$ cat src/rtl/core/rzw_pkg.sv
// Shared types, constants and helper functions of the rotate/zoom texture coordinate warp.
`timescale 1ns / 1ps
`default_nettype none

package rzw_pkg;

    localparam int unsigned FRAC_BITS  = 14;
    localparam int unsigned FIELD_W    = 16;
    localparam int unsigned CFG_IDX_W  = 3;

    localparam logic [CFG_IDX_W-1:0] CFG_ROT_R0_C0 = 3'd0;
    localparam logic [CFG_IDX_W-1:0] CFG_ROT_R0_C1 = 3'd1;
    localparam logic [CFG_IDX_W-1:0] CFG_ROT_R1_C0 = 3'd2;
    localparam logic [CFG_IDX_W-1:0] CFG_ROT_R1_C1 = 3'd3;
    localparam logic [CFG_IDX_W-1:0] CFG_ROT_R2_C0 = 3'd4;
    localparam logic [CFG_IDX_W-1:0] CFG_ROT_R2_C1 = 3'd5;

    localparam logic signed [FIELD_W-1:0] ROT_ONE  = FIELD_W'(1 << FRAC_BITS);
    localparam logic signed [FIELD_W-1:0] ROT_ZERO = '0;

    localparam int unsigned PROD_W   = 2 * FIELD_W;
    localparam int unsigned SUM_W    = PROD_W + 1;
    localparam int unsigned RSQ_W    = PROD_W;
    localparam int unsigned LEN_W    = FIELD_W;
    localparam int unsigned SQ_STAGES = RSQ_W / 4;

    localparam int unsigned ZOOM_DIV  = 20;
    localparam int unsigned ZOOM_BIAS = 19 * (1 << FRAC_BITS) + ZOOM_DIV / 2;
    localparam int unsigned NUM_W     = 19;
    localparam int unsigned RECIP_SH  = 24;
    localparam int unsigned RECIP_W   = 20;
    localparam logic [RECIP_W-1:0] ZOOM_RECIP =
        RECIP_W'(((1 << RECIP_SH) + ZOOM_DIV - 1) / ZOOM_DIV);
    localparam int unsigned QPROD_W   = NUM_W + RECIP_W;
    localparam int unsigned SCALE_W   = QPROD_W - RECIP_SH;

    localparam int unsigned BPROD_W   = SUM_W + SCALE_W + 1;
    localparam int unsigned BC_W      = BPROD_W - FRAC_BITS;
    localparam int unsigned XP_W      = BC_W + FIELD_W;
    localparam int unsigned ACC_W     = XP_W + 2;
    localparam int unsigned TEX_SH    = 2 * FRAC_BITS + 1;
    localparam int unsigned TEX_W     = ACC_W - TEX_SH + 1;

    localparam logic signed [BPROD_W-1:0] PROJ_HALF = BPROD_W'(1 << (FRAC_BITS - 1));
    localparam logic signed [ACC_W-1:0]   TEX_HALF  = ACC_W'(64'd1 << (TEX_SH - 1));
    localparam logic signed [TEX_W-1:0]   TEX_OFS   = TEX_W'(1 << (FRAC_BITS - 1));
    localparam logic signed [TEX_W-1:0]   TEX_MAX   = TEX_W'(32767);
    localparam logic signed [TEX_W-1:0]   TEX_MIN   = -TEX_W'(32768);

    typedef struct packed {
        logic signed [FIELD_W-1:0] point_u;
        logic signed [FIELD_W-1:0] point_v;
    } t_point;

    typedef struct packed {
        logic signed [FIELD_W-1:0] tex_x;
        logic signed [FIELD_W-1:0] tex_y;
    } t_tex;

    typedef struct packed {
        logic [RSQ_W-1:0] rem;
        logic [RSQ_W-1:0] root;
    } t_sqrt_state;

    function automatic t_sqrt_state sqrt_iter(input t_sqrt_state st, input int unsigned step);
        logic [RSQ_W-1:0] bitv;
        logic [RSQ_W-1:0] trial;
        t_sqrt_state      nx;
        bitv  = RSQ_W'(1) << (RSQ_W - 2 - 2 * step);
        trial = st.root + bitv;
        if (st.rem >= trial) begin
            nx.rem  = st.rem - trial;
            nx.root = (st.root >> 1) + bitv;
        end else begin
            nx.rem  = st.rem;
            nx.root = st.root >> 1;
        end
        return nx;
    endfunction

    function automatic logic signed [FIELD_W-1:0] tex_of(input logic signed [ACC_W-1:0] acc);
        logic signed [ACC_W-1:0] rnd;
        logic signed [TEX_W-1:0] val;
        rnd = acc + TEX_HALF;
        val = TEX_W'($signed(rnd[ACC_W-1:TEX_SH])) + TEX_OFS;
        if (val > TEX_MAX) begin
            return TEX_MAX[FIELD_W-1:0];
        end else if (val < TEX_MIN) begin
            return TEX_MIN[FIELD_W-1:0];
        end
        return val[FIELD_W-1:0];
    endfunction

endpackage

`default_nettype wire

$ cat src/rtl/core/rzw_sqrt.sv
// Pipelined integer square root, two restoring steps per stage, root and remainder out.
`timescale 1ns / 1ps
`default_nettype none

module rzw_sqrt (
    input  logic                          i_clk,
    input  logic                          i_rst_n,
    input  logic                          i_en,
    input  logic                          i_valid,
    input  logic [rzw_pkg::RSQ_W-1:0]     i_radsq,
    output logic                          o_valid,
    output logic [rzw_pkg::LEN_W-1:0]     o_root,
    output logic [rzw_pkg::LEN_W:0]       o_rem
);
    import rzw_pkg::*;

    localparam int unsigned LAST = SQ_STAGES - 1;

    t_sqrt_state            r_st [SQ_STAGES];
    t_sqrt_state            w_in [SQ_STAGES];
    t_sqrt_state            w_out[SQ_STAGES];
    logic [SQ_STAGES-1:0]   r_vld;

    genvar s;
    for (s = 0; s < SQ_STAGES; s++) begin : g_stage
        if (s == 0) begin : g_first
            assign w_in[s] = '{rem: i_radsq, root: '0};
        end else begin : g_next
            assign w_in[s] = r_st[s-1];
        end
        assign w_out[s] = sqrt_iter(sqrt_iter(w_in[s], 2 * s), 2 * s + 1);

        always_ff @(posedge i_clk) begin
            if (i_en) begin
                r_st[s] <= w_out[s];
            end
        end
    end

    always_ff @(posedge i_clk) begin
        if (!i_rst_n) begin
            r_vld <= '0;
        end else if (i_en) begin
            r_vld <= {r_vld[SQ_STAGES-2:0], i_valid};
        end
    end

    assign o_valid = r_vld[LAST];
    assign o_root  = r_st[LAST].root[LEN_W-1:0];
    assign o_rem   = r_st[LAST].rem[LEN_W:0];

`ifndef SYNTHESIS
    a_root_fits: assert property (@(posedge i_clk) disable iff (!i_rst_n)
        o_valid |-> r_st[LAST].root[RSQ_W-1:LEN_W] == '0)
        else $error("square root exceeds its width");

    a_rem_bound: assert property (@(posedge i_clk) disable iff (!i_rst_n)
        o_valid |-> {1'b0, r_st[LAST].rem} <= {r_st[LAST].root, 1'b0})
        else $error("square root remainder above twice the root");

    a_rem_fits: assert property (@(posedge i_clk) disable iff (!i_rst_n)
        o_valid |-> r_st[LAST].rem[RSQ_W-1:LEN_W+1] == '0)
        else $error("square root remainder exceeds its width");
`endif

endmodule

`default_nettype wire

$ cat config.mk
export PLATFORM = sky130hd
export DESIGN_NAME = rzw_sqrt
export DESIGN_NICKNAME = d
export VERILOG_FILES = /design/src/rtl/core/rzw_pkg.sv /design/src/rtl/core/rzw_sqrt.sv
export SDC_FILE = /design/constraint.sdc
export NUM_CORES = 1
export LEC_CHECK = 0
export BUFFER_PORTS_ARGS = -buffer_cell sky130_fd_sc_hd__clkbuf_2
export CORE_MARGIN = 3
export CORE_UTILIZATION = 56
export CTS_BUF_LIST = sky130_fd_sc_hd__clkbuf_8 sky130_fd_sc_hd__clkbuf_16
export CTS_CLUSTER_DIAMETER = 100
export DETAILED_ROUTE_END_ITERATION = 6
export PLACE_DENSITY = 0.73
export SETUP_SLACK_MARGIN = 0.15
export SYNTH_ARGS = -nofsm -noshare
export SYNTH_HDL_FRONTEND = slang
export SYNTH_SLANG_ARGS = --single-unit
$ cat constraint.sdc
create_clock -name i_clk -period 12.8 [get_ports i_clk]
set_clock_uncertainty 0.2 [all_clocks]
set_input_delay 3.2 -clock i_clk [delete_from_list [all_inputs] [get_ports i_clk]]
set_output_delay 3.2 -clock i_clk [all_outputs]
set_load 0.02 [all_outputs]
==> run_results.csv <==
group,metric,value,unit
timing,final.min_clock_period,7180,ps
synth,netlist_area,21400,um^2
die,rows,70,
timing,hold_viol,0,
drt,wl_met1,21400,um
die,die_h,201,um
clocking,numCtsBuffers,36,
synth,async_flop_share,0,%
synth,avgSynthCellArea,10.2,um^2
drt,drt_iter0_markers,1098,
clocking,cts_max_level,2,
finish,fillers,3056,
worst_setup_path,critPathCaptureType,"register",
clocking,root_buffer,"clkbuf_16",
power_and_ir_drop,p_leak,9.11,nW
timing,rsz0062_at_grt,"false",
worst_setup_path,critPathLaunchType,"register",
die,start_util,57.6,%
synth,syn_nets,2283,
global_routing,grt_pass1_vias,15600,
finish,fin_nets,2317,
global_routing,grt.overflow.total,0,
clocking,cts_num_sinks,321,
die,dieArea,40600,um^2
place,io_buffers,69,
drt,wl_met2,25200,um
drt,dr_wl_met3,2050,um
timing,worstMarginPinSlew,1090,ps
timing,holdWs,240,ps
clocking,cts_tree,"done",
global_routing,gr-usage-all-layers,24.6,%
min_path,hold_path.startpoint,"r_st[0][111]$_DFFE_PP_",
run,maxCapViolations,0,
drt,routedWlPerCell,19.1,um
global_routing,grt_pass1_wl,81000,um
synth,ys.flop_type,"edfxtp_1",
drt,viasPerCell,6.04,
finish,layout-drive-gt1-share,8.94,%
outcome,status,"complete, no violations",
die,core,37100,um^2
timing,slew_headroom,26.7,%
place,place_inst,2587,
drt,vias,16000,
worst_setup_path,path_class,"reg -> reg",
worst_setup_path,timing.rr.start,"r_st[1][144]$_DFFE_PP_",
timing,fin_crit_sh,56.1,%
drt,ant_nets,0,
synth,synth_cell_types,96,
clocking,postCtsSetupBuffers,0,
synth,synth-edff-count,313,
clocking,cts_buffer_depth,3,
drt,drc,0,
timing,max_freq,0.139,GHz
min_path,holdPathStages,0,
synth,ys_seq_area_share,44.7,%
worst_setup_path,r2r_slack,5620,ps
synth,ys_ff_latch,321,
power_and_ir_drop,p_per_area,210,nW/um^2
place,hpwl,38900,um
clocking,clkTransAtPathRegs,60,ps
finish,area_growth,8.26,%
worst_setup_path,arrival,7280,ps
min_path,min_to,"r_st[0][175]$_DFFE_PP_",
timing,finalMaxSlewViolations,0,
worst_setup_path,r2r-end,"r_st[1][236]$_DFFE_PP_",
clocking,ctsResizeCount,0,
synth,synthCells,2087,
finish,stdcell_count,2651,
die,io_pins,70,
min_path,min_path_type,"reg -> reg",
die,fp.dieW,201,um
timing,finalSetupViolations,0,
power_and_ir_drop,total_power,0.00487,W
global_routing,antenna_found_initial,0,
global_routing,grt_max_degree,100,
power_and_ir_drop,ir_worst_vdd,0.198,mV
clocking,clk_latency,560,ps
drt,drtPass1Iterations,7,
timing,tns,0,ps
clocking,postCtsHoldBufs,0,
worst_setup_path,critPathRequiredTime,12900,ps
drt,routed.top_layer,"met4",
synth,ys_warn_count,0,
worst_setup_path,reg2reg_depth,20,
worst_setup_path,path_max_fanout,28,
drt,drt_wl_total,50700,um
place,gp_congestion,0.934,
finish,num_antenna_cells,0,
## cell usage after synthesis (15+ instances only)
master	instances	area share (%)
mux2i_1	23	1.1
nand4_1	32	0.94
nor2_1	172	3.0
or4_1	15	0.53
a211oi_1	15	0.53
nor2b_1	29	0.85
buf_4	34	1.2
a21oi_1	138	3.2
nor4_1	52	1.5
a21o_1	43	1.5
nand2_1	155	2.7
nand2b_1	15	0.44
o21a_1	29	1.0
clkbuf_1	28	0.49
xnor2_1	131	5.4
nor3_1	63	1.5
and3_1	18	0.53
a31oi_1	15	0.44
o31ai_1	20	0.70
xor2_1	69	2.8
mux2_2	22	1.2
nand3_1	43	1.0
edfxtp_1	313	44
ha_1	160	9.4
inv_1	124	2.2
or3_1	17	0.50
o21ai_0	75	1.8
## report_power, final
group / internal [W] / switching [W]
registers: 0.00147 / 0.000179
clock network: 0.000582 / 0.000432
logic: 0.000928 / 0.00128
total: 0.00298 / 0.00189
## final cells by class
class	instances	area (um^2)	area share, %
clock buffers	36	901	3.89
clock inverters	28	275	1.19
inverters	131	492	2.12
multi-input cells	1555	10900	47.0
flip-flops and latches	321	9560	41.3
well taps	504	631	2.72
repair buffers	76	408	1.76
## critical path, cell delays in order, from the launching register on
cell	delay, ps
edfxtp_1	340
inv_1	60
ha_1	450
nand3_1	200
a2111oi_0	750
o31ai_1	250
nand4_2	410
clkinv_1	630
nor2_1	260
nor2_1	80
ha_1	350
a21o_1	200
a21o_1	180
a21o_1	200
a211oi_1	230
o311ai_0	240
a221o_1	400
o31ai_1	210
and4_1	840
inv_2	100
mux2_2	310
## registers in the layout, summed over array words and instances, names as in the netlist
signal  flops
r_st      313
r_vld       8
## layout by cell type (no fill, tap or decap), drive strengths merged, types with 9 or more instances in the layout
cell / instances
nor2b: 29
inv: 136
o211ai: 14
a21oi: 138
a211oi: 18
nand2: 155
nand4: 33
and3: 18
or4: 15
a31oi: 16
or3: 17
o21bai: 14
clkinv: 16
clkbuf: 104
nand2b: 15
o31ai: 22
nor3b: 10
xor2: 69
nor3: 65
o31a: 12
a21boi: 11
o21ai: 84
nand3: 44
o21a: 29
ha: 160
a21o: 43
mux2: 24
xnor2: 131
edfxtp: 313
nor4: 55
and2: 9
nor2: 172
mux2i: 23
## cells by family (layout without fill, tap and decap cells)
kind of cell / Yosys count / count (layout) / synth area share [%]
muxes: 47 / 47 / 2.36
xor gates and xnor gates: 200 / 200 / 8.19
DFF: 321 / 321 / 44.7
AOI/OAI and AO/OA: 467 / 467 / 14.6
buffers and inverters: 211 / 271 / 4.40
adders and majority gates: 160 / 160 / 9.36
and+or+nand+nor: 681 / 681 / 16.4
## per-stage QoR
stage | instance area (um^2) | util (%) | setup WS [ps]
after detailed placement | 22000 | 59.2 | 5780
after global routing | 23100 | 62.3 | 5060
after floorplan | 21400 | - | 6550
after CTS | 23100 | 62.3 | 5720
after global placement | 22000 | 59.2 | 5820
final | 23100 | 62.3 | 5620
## per-layer routing
layer | track usage [%] | vias to the layer above
li1 | - | 7804
met5 | 0 | -
met4 | 10.3 | 0
met3 | 2.80 | 115
met2 | 43.8 | 459
met1 | 30.3 | 7632
## how the worst max path moves through the flow
stage / cells past startpoint / startpoint / to / slack (ps)
3_5_place_dp: 21 / r_st[1][74]$_DFFE_PP_ / r_st[1][167]$_DFFE_PP_ / 5780
2_1_floorplan: 12 / i_radsq[7] / r_st[0][62]$_DFFE_PP_ / 6550
4_1_cts: 21 / r_st[1][74]$_DFFE_PP_ / r_st[1][167]$_DFFE_PP_ / 5720
5_1_grt: 20 / r_st[1][138]$_DFFE_PP_ / r_st[1][236]$_DFFE_PP_ / 5060
3_3_place_gp: 21 / r_st[1][74]$_DFFE_PP_ / r_st[1][173]$_DFFE_PP_ / 5820
6_report: 20 / r_st[1][144]$_DFFE_PP_ / r_st[1][236]$_DFFE_PP_ / 5620
Note: power is estimated with default switching activity, not from simulation.
